### src/key_debounce_autorepeat_assert.svh
// key_debounce_autorepeat_assert.svh: assertion macros for the key debouncer RTL.
// Each macro expects the signals clock and reset to be visible where it is used.
`ifndef KEY_DEBOUNCE_AUTOREPEAT_ASSERT_SVH
`define KEY_DEBOUNCE_AUTOREPEAT_ASSERT_SVH

// The consequent must hold in the same cycle as the antecedent.
`define KDA_ASSERT_SAME(label, ante, cons, msg) \
   label: assert property (@(posedge clock) disable iff (reset) (ante) |-> (cons)) \
      else $error(msg);

// The consequent must hold in the cycle after the antecedent.
`define KDA_ASSERT_NEXT(label, ante, cons, msg) \
   label: assert property (@(posedge clock) disable iff (reset) (ante) |=> (cons)) \
      else $error(msg);

`endif

### src/kda_pkg.sv
// kda_pkg: types and constants of the key debouncer with auto-repeat.
// No dependencies; used by key_debounce_autorepeat.
`timescale 1ns / 1ps

package kda_pkg;

   // Widths fixed by the transaction fields.
   localparam int RAW_KEYS_W  = 8;
   localparam int KEY_INDEX_W = 3;
   localparam int KIND_W      = 2;
   localparam int COUNT_W     = 8;
   localparam int CSR_ADDR_W  = 3;
   localparam int CSR_DATA_W  = 32;

   // The disagreement counter saturates here.
   localparam logic [COUNT_W-1:0] COUNT_MAX = 8'hFF;

   // Configuration register indexes.
   localparam logic [CSR_ADDR_W-1:0] REG_DEBOUNCE_COUNT     = 3'd0;
   localparam logic [CSR_ADDR_W-1:0] REG_REPEAT_FIRST_DELAY = 3'd1;
   localparam logic [CSR_ADDR_W-1:0] REG_REPEAT_PERIOD      = 3'd2;
   localparam logic [CSR_ADDR_W-1:0] REG_REPEAT_ON          = 3'd3;
   localparam logic [CSR_ADDR_W-1:0] REG_REPEAT_KEY_SELECT  = 3'd4;

   typedef logic [KEY_INDEX_W-1:0] key_index_type;

   typedef enum logic [KIND_W-1:0] {
      KIND_PRESSED  = 2'd0,
      KIND_RELEASED = 2'd1,
      KIND_HELD     = 2'd2
   } event_kind_type;

   // One event without its time stamp; the key index sits in the low bits.
   typedef struct packed {
      event_kind_type kind;
      key_index_type  key;
   } kda_event_type;

endpackage

### src/kda_ram.sv
// kda_ram: generic single-port-write, single-port-read RAM with a registered read.
// No dependencies.
`timescale 1ns / 1ps

module kda_ram #(
   parameter int WIDTH = 40,
   parameter int DEPTH = 8
) (
   input  logic                                   clock,
   input  logic                                   wr_en,
   input  logic [(DEPTH > 1 ? $clog2(DEPTH) : 1)-1:0] wr_addr,
   input  logic [WIDTH-1:0]                       wr_data,
   input  logic                                   rd_en,
   input  logic [(DEPTH > 1 ? $clog2(DEPTH) : 1)-1:0] rd_addr,
   output logic [WIDTH-1:0]                       rd_data
);

   logic [WIDTH-1:0] mem [DEPTH];
   logic [WIDTH-1:0] rd_data_ff;

   always_ff @(posedge clock) begin
      if (wr_en) begin
         mem[wr_addr] <= wr_data;
      end
      if (rd_en) begin
         rd_data_ff <= mem[rd_addr];
      end
   end

   assign rd_data = rd_data_ff;

endmodule

### src/key_debounce_autorepeat.sv
// key_debounce_autorepeat: top level of the keypad debouncer with auto-repeat.
// Depends on kda_pkg, kda_ram and the macros in key_debounce_autorepeat_assert.svh.
`timescale 1ns / 1ps

// Each req transaction carries one raw sample of the key levels and its tick stamp.
// The keys are visited in order, one per clock cycle unless the rsp side stalls
// or a key needs the hold state, reading and writing back their disagreement
// counter and repeat deadline in a small state memory; the debounced levels sit
// in a register. Every pressed, released or held event leaves as one rsp
// transaction stamped with the sample's tick, and the last event of a sample
// carries tlast; a sample that causes nothing gives no transaction. A key that
// reports a press and a held event from the same sample visits the hold state
// as well; the pace is set by the single read port of the state memory, which
// serves one key per cycle. A new sample is taken as soon as the previous one is
// finished, while its last event may still wait in the output register. After
// reset the memory needs no clearing pass: a valid bit per key makes an unwritten
// entry read as zero. Delays and periods are in ticks, a deadline of zero means
// disarmed, and a debounce count of zero behaves as one. The user must write
// configuration through the csr port only while no sample is in progress; the
// block itself does not enforce this.
module key_debounce_autorepeat #(
   parameter int KEY_COUNT  = 8,
   parameter int TICK_WIDTH = 32
) (
   input  logic clock,
   input  logic reset,

   // Sample channel.
   input  logic                                      req_tvalid,
   output logic                                      req_tready,
   // raw_keys [7:0], now_tick [8 +: TICK_WIDTH], zero padding above.
   input  logic [((kda_pkg::RAW_KEYS_W + TICK_WIDTH + 7) / 8) * 8 - 1:0] req_tdata,

   // Event channel.
   output logic                                      rsp_tvalid,
   input  logic                                      rsp_tready,
   // key_index [2:0], event_kind [4:3], event_time [5 +: TICK_WIDTH], zero padding above.
   output logic [((kda_pkg::KEY_INDEX_W + kda_pkg::KIND_W + TICK_WIDTH + 7) / 8) * 8 - 1:0]
                                                     rsp_tdata,
   output logic                                      rsp_tlast,

   // Configuration write port.
   input  logic                                      csr_we,
   input  logic [kda_pkg::CSR_ADDR_W-1:0]            csr_addr,
   input  logic [kda_pkg::CSR_DATA_W-1:0]            csr_wdata
);

`include "key_debounce_autorepeat_assert.svh"

   localparam int RSP_W   = ((kda_pkg::KEY_INDEX_W + kda_pkg::KIND_W + TICK_WIDTH + 7) / 8) * 8;
   localparam int AW      = (KEY_COUNT > 1) ? $clog2(KEY_COUNT) : 1;
   localparam int DW      = kda_pkg::COUNT_W + TICK_WIDTH;
   localparam logic [AW-1:0] KEY_LAST = AW'(KEY_COUNT - 1);

   typedef enum logic [1:0] {
      S_IDLE,
      S_EVAL,
      S_HOLD,
      S_FLUSH
   } state_type;

   // Configuration registers.
   logic [kda_pkg::COUNT_W-1:0]    deb_count_ff;
   logic [kda_pkg::CSR_DATA_W-1:0] rep_first_ff;
   logic [kda_pkg::CSR_DATA_W-1:0] rep_period_ff;
   logic                           rep_on_ff;
   logic [kda_pkg::RAW_KEYS_W-1:0] rep_sel_ff;

   // Control and state registers.
   state_type               state_ff, state_in;
   logic [AW-1:0]           key_ff, key_in;
   logic [KEY_COUNT-1:0]    deb_ff, deb_in;
   logic [KEY_COUNT-1:0]    valid_ff, valid_in;
   logic                    pend_valid_ff, pend_valid_in;
   logic                    rsp_valid_ff, rsp_valid_in;

   // Payload registers.
   logic [KEY_COUNT-1:0]    raw_ff, raw_in;
   logic [TICK_WIDTH-1:0]   now_ff, now_in;
   kda_pkg::kda_event_type  pend_ev_ff, pend_ev_in;
   kda_pkg::kda_event_type  rsp_event_ff, rsp_event_in;
   logic [TICK_WIDTH-1:0]   rsp_time_ff, rsp_time_in;
   logic                    rsp_last_ff, rsp_last_in;

   // State memory: {repeat deadline, disagreement counter} per key.
   logic                    rd_en;
   logic [AW-1:0]           rd_addr;
   logic [DW-1:0]           rd_data;
   logic                    wr_en;
   logic [DW-1:0]           wr_data;

   // Per-key evaluation.
   logic [DW-1:0]                 entry;
   logic [kda_pkg::COUNT_W-1:0]   cnt_old, cnt_inc, cnt_new, need;
   logic [TICK_WIDTH-1:0]         dl_old, dl_mid, dl_new;
   logic [TICK_WIDTH-1:0]         first_t, period_t, neg_first, sum_first, sum_period, diff_old;
   logic                          raw_on, st_on, disagree, flip, pressed, released;
   logic                          deb_new_k, reach_mid, held, ev_need;
   logic                          rsp_free, can_emit, emit_req, advance;
   kda_pkg::kda_event_type        emit_ev;
   logic [AW-1:0]                 key_nx;

   kda_ram #(
      .WIDTH (DW),
      .DEPTH (KEY_COUNT)
   ) u_state_ram (
      .clock   (clock),
      .wr_en   (wr_en),
      .wr_addr (key_ff),
      .wr_data (wr_data),
      .rd_en   (rd_en),
      .rd_addr (rd_addr),
      .rd_data (rd_data)
   );

   // Configuration writes; an index beyond the list is ignored.
   always_ff @(posedge clock) begin
      if (reset) begin
         deb_count_ff  <= kda_pkg::COUNT_W'(1);
         rep_first_ff  <= '0;
         rep_period_ff <= '0;
         rep_on_ff     <= 1'b0;
         rep_sel_ff    <= '0;
      end else if (csr_we) begin
         unique case (csr_addr)
            kda_pkg::REG_DEBOUNCE_COUNT: begin
               deb_count_ff <= csr_wdata[kda_pkg::COUNT_W-1:0];
            end
            kda_pkg::REG_REPEAT_FIRST_DELAY: begin
               rep_first_ff <= csr_wdata;
            end
            kda_pkg::REG_REPEAT_PERIOD: begin
               rep_period_ff <= csr_wdata;
            end
            kda_pkg::REG_REPEAT_ON: begin
               rep_on_ff <= csr_wdata[0];
            end
            kda_pkg::REG_REPEAT_KEY_SELECT: begin
               rep_sel_ff <= csr_wdata[kda_pkg::RAW_KEYS_W-1:0];
            end
            default: begin
            end
         endcase
      end
   end

   // An entry that has never been written reads as its reset value, zero.
   assign entry   = valid_ff[key_ff] ? rd_data : '0;
   assign cnt_old = entry[kda_pkg::COUNT_W-1:0];
   assign dl_old  = entry[DW-1:kda_pkg::COUNT_W];

   assign raw_on   = raw_ff[key_ff];
   assign st_on    = deb_ff[key_ff];
   assign disagree = raw_on != st_on;
   assign need     = (deb_count_ff == '0) ? kda_pkg::COUNT_W'(1) : deb_count_ff;
   assign cnt_inc  = (cnt_old == kda_pkg::COUNT_MAX) ? cnt_old
                                                     : cnt_old + kda_pkg::COUNT_W'(1);
   assign flip     = disagree && (cnt_inc >= need);
   assign cnt_new  = (disagree && !flip) ? cnt_inc : '0;
   assign pressed  = flip && raw_on;
   assign released = flip && !raw_on;
   assign deb_new_k = flip ? raw_on : st_on;

   // Deadline arithmetic, all modulo 2^TICK_WIDTH. The adders work side by side:
   // for a fresh press the distance to the new deadline is simply minus the
   // first delay, so no sum feeds another.
   assign first_t    = TICK_WIDTH'(rep_first_ff);
   assign period_t   = TICK_WIDTH'(rep_period_ff);
   assign neg_first  = '0 - first_t;
   assign sum_first  = now_ff + first_t;
   assign sum_period = now_ff + period_t;
   assign diff_old   = now_ff - dl_old;

   always_comb begin
      if (pressed) begin
         dl_mid    = sum_first;
         reach_mid = !neg_first[TICK_WIDTH-1];
      end else if (released) begin
         dl_mid    = '0;
         reach_mid = 1'b0;
      end else begin
         dl_mid    = dl_old;
         reach_mid = !diff_old[TICK_WIDTH-1];
      end
   end

   assign held = rep_on_ff && rep_sel_ff[key_ff] && deb_new_k && (dl_mid != '0) && reach_mid;

   always_comb begin
      if (!held) begin
         dl_new = dl_mid;
      end else if (period_t != '0) begin
         dl_new = sum_period;
      end else begin
         dl_new = '0;
      end
   end

   assign wr_data = {dl_new, cnt_new};
   assign ev_need = flip || held;
   assign key_nx  = key_ff + AW'(1);

   // An event first waits in the pending slot, so that the last one of a sample
   // can be marked; the older pending event moves on to the output register.
   assign rsp_free = !rsp_valid_ff || rsp_tready;
   assign can_emit = !pend_valid_ff || rsp_free;

   always_comb begin
      state_in      = state_ff;
      key_in        = key_ff;
      deb_in        = deb_ff;
      valid_in      = valid_ff;
      pend_valid_in = pend_valid_ff;
      pend_ev_in    = pend_ev_ff;
      rsp_valid_in  = rsp_valid_ff && !rsp_tready;
      rsp_event_in  = rsp_event_ff;
      rsp_time_in   = rsp_time_ff;
      rsp_last_in   = rsp_last_ff;
      raw_in        = raw_ff;
      now_in        = now_ff;
      rd_en         = 1'b0;
      rd_addr       = key_nx;
      wr_en         = 1'b0;
      emit_req      = 1'b0;
      emit_ev       = pend_ev_ff;
      advance       = 1'b0;

      unique case (state_ff)
         S_IDLE: begin
            if (req_tvalid) begin
               raw_in   = req_tdata[KEY_COUNT-1:0];
               now_in   = req_tdata[kda_pkg::RAW_KEYS_W +: TICK_WIDTH];
               rd_en    = 1'b1;
               rd_addr  = '0;
               key_in   = '0;
               state_in = S_EVAL;
            end
         end
         S_EVAL: begin
            if (!ev_need || can_emit) begin
               wr_en            = 1'b1;
               valid_in[key_ff] = 1'b1;
               deb_in[key_ff]   = deb_new_k;
               emit_req         = ev_need;
               if (flip) begin
                  emit_ev.kind = pressed ? kda_pkg::KIND_PRESSED : kda_pkg::KIND_RELEASED;
               end else begin
                  emit_ev.kind = kda_pkg::KIND_HELD;
               end
               emit_ev.key = kda_pkg::key_index_type'(key_ff);
               if (flip && held) begin
                  state_in = S_HOLD;
               end else begin
                  advance = 1'b1;
               end
            end
         end
         S_HOLD: begin
            if (can_emit) begin
               emit_req     = 1'b1;
               emit_ev.kind = kda_pkg::KIND_HELD;
               emit_ev.key  = kda_pkg::key_index_type'(key_ff);
               advance      = 1'b1;
            end
         end
         S_FLUSH: begin
            if (!pend_valid_ff) begin
               state_in = S_IDLE;
            end else if (rsp_free) begin
               rsp_valid_in  = 1'b1;
               rsp_event_in  = pend_ev_ff;
               rsp_time_in   = now_ff;
               rsp_last_in   = 1'b1;
               pend_valid_in = 1'b0;
               state_in      = S_IDLE;
            end
         end
         default: begin
            state_in = S_IDLE;
         end
      endcase

      if (emit_req) begin
         if (pend_valid_ff) begin
            rsp_valid_in = 1'b1;
            rsp_event_in = pend_ev_ff;
            rsp_time_in  = now_ff;
            rsp_last_in  = 1'b0;
         end
         pend_valid_in = 1'b1;
         pend_ev_in    = emit_ev;
      end

      // Move to the next key, reading its entry so it is ready next cycle.
      if (advance) begin
         if (key_ff == KEY_LAST) begin
            state_in = S_FLUSH;
         end else begin
            rd_en    = 1'b1;
            key_in   = key_nx;
            state_in = S_EVAL;
         end
      end
   end

   always_ff @(posedge clock) begin
      if (reset) begin
         state_ff      <= S_IDLE;
         key_ff        <= '0;
         deb_ff        <= '0;
         valid_ff      <= '0;
         pend_valid_ff <= 1'b0;
         rsp_valid_ff  <= 1'b0;
      end else begin
         state_ff      <= state_in;
         key_ff        <= key_in;
         deb_ff        <= deb_in;
         valid_ff      <= valid_in;
         pend_valid_ff <= pend_valid_in;
         rsp_valid_ff  <= rsp_valid_in;
      end
      raw_ff       <= raw_in;
      now_ff       <= now_in;
      pend_ev_ff   <= pend_ev_in;
      rsp_event_ff <= rsp_event_in;
      rsp_time_ff  <= rsp_time_in;
      rsp_last_ff  <= rsp_last_in;
   end

   assign req_tready = state_ff == S_IDLE;
   assign rsp_tvalid = rsp_valid_ff;
   assign rsp_tdata  = RSP_W'({rsp_time_ff, rsp_event_ff});
   assign rsp_tlast  = rsp_last_ff;

   // A new sample must never start while an event of the previous one is pending.
   `KDA_ASSERT_SAME(a_accept_flushed, req_tvalid && req_tready, !pend_valid_ff,
                    "sample accepted with an event still pending")
   // Flushing the pending event always yields a marked final transaction.
   `KDA_ASSERT_NEXT(a_flush_last, state_ff == S_FLUSH && pend_valid_ff && rsp_free,
                    rsp_tvalid && rsp_tlast, "final event of a sample not marked")
   // Held events only appear while auto-repeat is enabled.
   `KDA_ASSERT_SAME(a_held_enabled, rsp_tvalid && rsp_event_ff.kind == kda_pkg::KIND_HELD,
                    rep_on_ff, "held event with auto-repeat off")
   // The key walk never runs past the last key.
   `KDA_ASSERT_SAME(a_key_range, state_ff == S_EVAL || state_ff == S_HOLD,
                    key_ff <= KEY_LAST, "key index out of range")

endmodule
### config.mk
export PLATFORM = sky130hd
export DESIGN_NAME = key_debounce_autorepeat
export DESIGN_NICKNAME = d
export VERILOG_FILES = /design/src/kda_pkg.sv /design/src/kda_ram.sv /design/src/key_debounce_autorepeat.sv
export VERILOG_INCLUDE_DIRS = /design/src /design/src/src
export SDC_FILE = /design/constraint.sdc
export NUM_CORES = 1
export LEC_CHECK = 0
export BUFFER_PORTS_ARGS = -buffer_cell sky130_fd_sc_hd__buf_2
export CAP_MARGIN = 10
export CORE_ASPECT_RATIO = 1.5
export CORE_UTILIZATION = 25
export CTS_BUF_LIST = sky130_fd_sc_hd__clkbuf_2
export DETAILED_ROUTE_END_ITERATION = 7
export MAX_ROUTING_LAYER = met4
export PLACE_DENSITY = 0.5
export SLEW_MARGIN = 25
export SYNTH_ARGS = -nofsm -noshare
export SYNTH_HDL_FRONTEND = slang
export SYNTH_SLANG_ARGS = --single-unit
### constraint.sdc
create_clock -name clock -period 7.3 [get_ports clock]
set_input_delay 0.365 -clock clock [delete_from_list [all_inputs] [get_ports clock]]
set_output_delay 0.365 -clock clock [all_outputs]
set_load 0.01 [all_outputs]
==> flow_summary_export.csv <==
group,metric,value,unit
outcome,outcome,"complete, no violations",
global_route,grt_pass1_wl,121.8,mm
clocking,cts_tree,"yes",
power,clockPowerShare,21.7,%
synthesis,netlist_instances,2347,
finish,seq_area,15390,sq um
sta,skew,81.16,ps
finish,multiInputGateArea,10210,sq um
setup_path,slowest_delay,430,ps
clocking,clk_latency,1370,ps
setup_path,critPathBufInv,4,
synthesis,synthAdderAreaFrac,5.333,%
power,sw_frac_of_total,38.00,%
finish,fill_cells,10690,
clocking,post_cts_buffers,0,
route,drtIter0Drc,1173,
setup_path,crit_cells,30,
floorplan,design.die.area,105700,sq um
setup_path,crit_slowest_cell,"dfxtp_1",
sta,hold_ws,229.7,ps
floorplan,initial_utilization,25.31,%
floorplan,core_region_area,103100,sq um
sta,rsz0062_at_grt,"true",
setup_path,critPathLaunchType,"register",
sta,maxSlewViolCount,0,
synthesis,synth-simple-area-share,14.93,%
setup_path,end_kind,"register",
synthesis,avgSynthCellArea,11.12,sq um
setup_path,cp.arrival,7880,ps
finish,layout_commonest_cell,"edfxtp_1",
place,hpwlAfterDp,54.47,mm
synthesis,synth_edf_count,443,
sta,fmax,145.4,MHz
global_route,grt_max_degree,75,
finish,post-route-util,30.66,%
place,gp_congestion,0.9430,
synthesis,muxShareOfSynthArea,3.223,%
power,p_leak,11.67,nW
route,num_vias,19710,
sta,fin_crit,6876,ps
synthesis,yosysSeqAreaShare,58.97,%
global_route,track_usage,15.66,%
floorplan,io_pins,123,
synthesis,yosys_warnings,0,
clocking,htree_levels,3,
power,finalPower,9.189,mW
power,p_switching,3.492,mW
floorplan,fp.dieH,397.6,um
finish,nets,2895,
route,drc,0,
route,vias_per_cell,4.693,
synthesis,synth_seq_cells,547,
route,drt-wirelength-per-cell,19.25,um
synthesis,synth_cell_types,85,
global_route,globalRouteOverflowTotal,0,
setup_path,critPathMaxFanout,31,
synthesis,synth_top_family_by_area,"simple AND/OR/NAND/NOR gates",
clocking,cts_buffers,120,
floorplan,row_count,144,
setup_path,reg2regPathDepth,30,
finish,area.growth.synth_to_final,21.12,%
sta,min_period_over_period,94.20,%
setup_path,critPathKind,"reg2reg",
setup_path,reg2reg_slack,420,ps
synthesis,async_flop_share,0,%
synthesis,synth-main-ff-cell,"edfxtp_1",
power,combPwrFrac,32.4,%
sta,slew_headroom,40.28,%
clocking,cts_num_sinks,547,
route,dr.pass1.iters,6,
route,finalWirelength,80.89,mm
sta,hold_viol_final,0,
finish,layout-drive-gt1-share,17.04,%
power,ir_worst_vdd,0.1934,mV
floorplan,fp.dieW,265.8,um
worst_hold_path,hold_path.class,"in2reg",
power,intPower,5.697,mW
sta,setup-violations-final,0,
synthesis,synth-compound-area-share,12.99,%
finish,final_cell_mix,"443 x edfxtp_1, 439 x nand2_1, 175 x clkbuf_2, 175 x dlygate4sd3_1, 167 x a21oi_1",
worst_hold_path,hold_depth,6,
global_route,antenna_found_initial,3,
global_route,grt_pass1_vias,20110,
clocking,clock-root-buffer,"clkbuf_2",
route,ant_nets,0,
sta,worst_pin_slew,886.4,ps
synthesis,synthesis.area,26090,sq um
place,portBuffers,119,
power,sequentialPowerShare,45.9,%
power,p_per_area,290.8,nW/um^2
clocking,clkTransAtPathRegs,110,ps
setup_path,cp_top_family,"compound AO/OA/AOI/OAI gates",
clocking,cts_buffer_depth,3,
synthesis,yosys.area_share.xor_xnor,2.048,%
flow_run,cap_violations,0,
setup_path,required,8310,ps
==> worst reg2reg max path: cells and delay by family (launching register included) <==
family	cells	cell delay (ps)
compound gates	10	2140
xor+xnor	1	170
fa+ha+maj	2	570
buf+inv	4	790
flops	1	430
mux	1	370
simple gates	12	2070
==> synthesized netlist by cell type (7+ instances only) <==
library cell,instances,area [sq um]
o21bai_1,9,67.56
xor2_1,29,254.0
nor2_1,76,285.3
a31oi_1,14,87.58
nand2_1,442,1659
a21oi_1,168,840.8
mux2i_1,24,240.2
a32oi_1,8,70.07
nor2b_1,13,81.33
mux2_2,45,506.7
nor4_1,21,131.4
nand2b_1,25,156.4
a221oi_1,9,78.83
nand4_1,25,156.4
o21a_1,9,67.56
dfxtp_1,104,2082
o21ba_2,8,80.08
nor3_1,13,65.06
inv_1,27,101.4
and2_1,46,287.8
ha_1,108,1351
o22ai_1,58,362.9
a21o_1,38,285.3
o21ai_0,131,655.6
edfxtp_1,443,13300
o2111a_1,8,90.09
nand3_1,164,820.8
a2bb2oi_1,9,78.83
clkbuf_1,100,375.4
and3_1,13,81.33
xnor2_1,32,280.3
o211ai_1,16,120.1
buf_1,7,26.28
buf_2,9,45.04
==> cells by family after synthesis <==
logic type | count (synthesis)
AOI/OAI and AO/OA | 539
xor gates and xnor gates | 61
adders and majority gates | 110
buffers and inverters | 156
DFF | 547
muxes | 74
other | 1
and+or+nand+nor | 859
==> worst paths after layout <==
kind / start / to
min: csr_addr[1] / deb_count_ff[4]
min reg2reg: deb_count_ff[7] / deb_count_ff[7]
max: key_ff[2] / u_state_ram.rd_data[38]
max reg2reg: key_ff[2] / u_state_ram.rd_data[38]
==> final cells by class <==
class                           instances  area share [%]
Timing Repair Buffer                  360           9.480
Inverter                               30          0.3564
Clock buffer                          175           2.772
Clock inverter                         53          0.8593
Multi-Input combinational cell       1646           32.31
Tap cell                             1387           5.492
Antenna cell                            3         0.02376
Sequential cell                       547           48.70
==> registers in the layout, summed over array words and instances, names as in the netlist, 8 cells and up, named ones only <==
| register | count |
|---|---|
| deb_count_ff | 8 |
| deb_ff | 8 |
| first_t | 32 |
| now_ff | 32 |
| period_t | 32 |
| raw_ff | 8 |
| rep_sel_ff | 8 |
| u_state_ram.mem | 320 |
| u_state_ram.rd_data | 40 |
| valid_ff | 8 |
==> per-stage QoR <==
stage | setup slack (ps) | instances | TNS, ps | instance area, sq um
after detailed placement | -312.6 | 3793 | -42340 | 28590
after CTS | 38.87 | 4197 | 0 | 31520
after global placement | -284.0 | 3793 | -42370 | 28590
after floorplan | 434.5 | 2349 | 0 | 26100
after global routing | -87.78 | 4201 | -1678 | 31600
final | 423.6 | 4201 | 0 | 31600
==> timing repair <==
item,in CTS,in global routing
hold buffers,176,0
setup endpoints to repair,501,463
hold endpoints to repair,248,0
pin swaps,0,1
gates resized for setup,3,11
==> metal layers <==
metal	vias up	global-route usage, %	wire (um)
li1	9472	-	-
met1	9604	16.89	32640
met2	481	28.11	42190
met3	157	2.374	2888
met4	0	7.112	3167
met5	-	-	0
==> power by group through the flow <==
stage	sequential (mW)	combinational, mW	clock (mW)
4_1_cts	4.21	2.93	2.10
5_1_grt	4.24	3.26	2.22
3_5_place_dp	4.28	2.84	0
2_1_floorplan	4.20	1.77	0
3_3_place_gp	4.28	2.84	0
6_report	4.22	2.98	1.99
No activity file was read; power rests on OpenSTA's default activity.
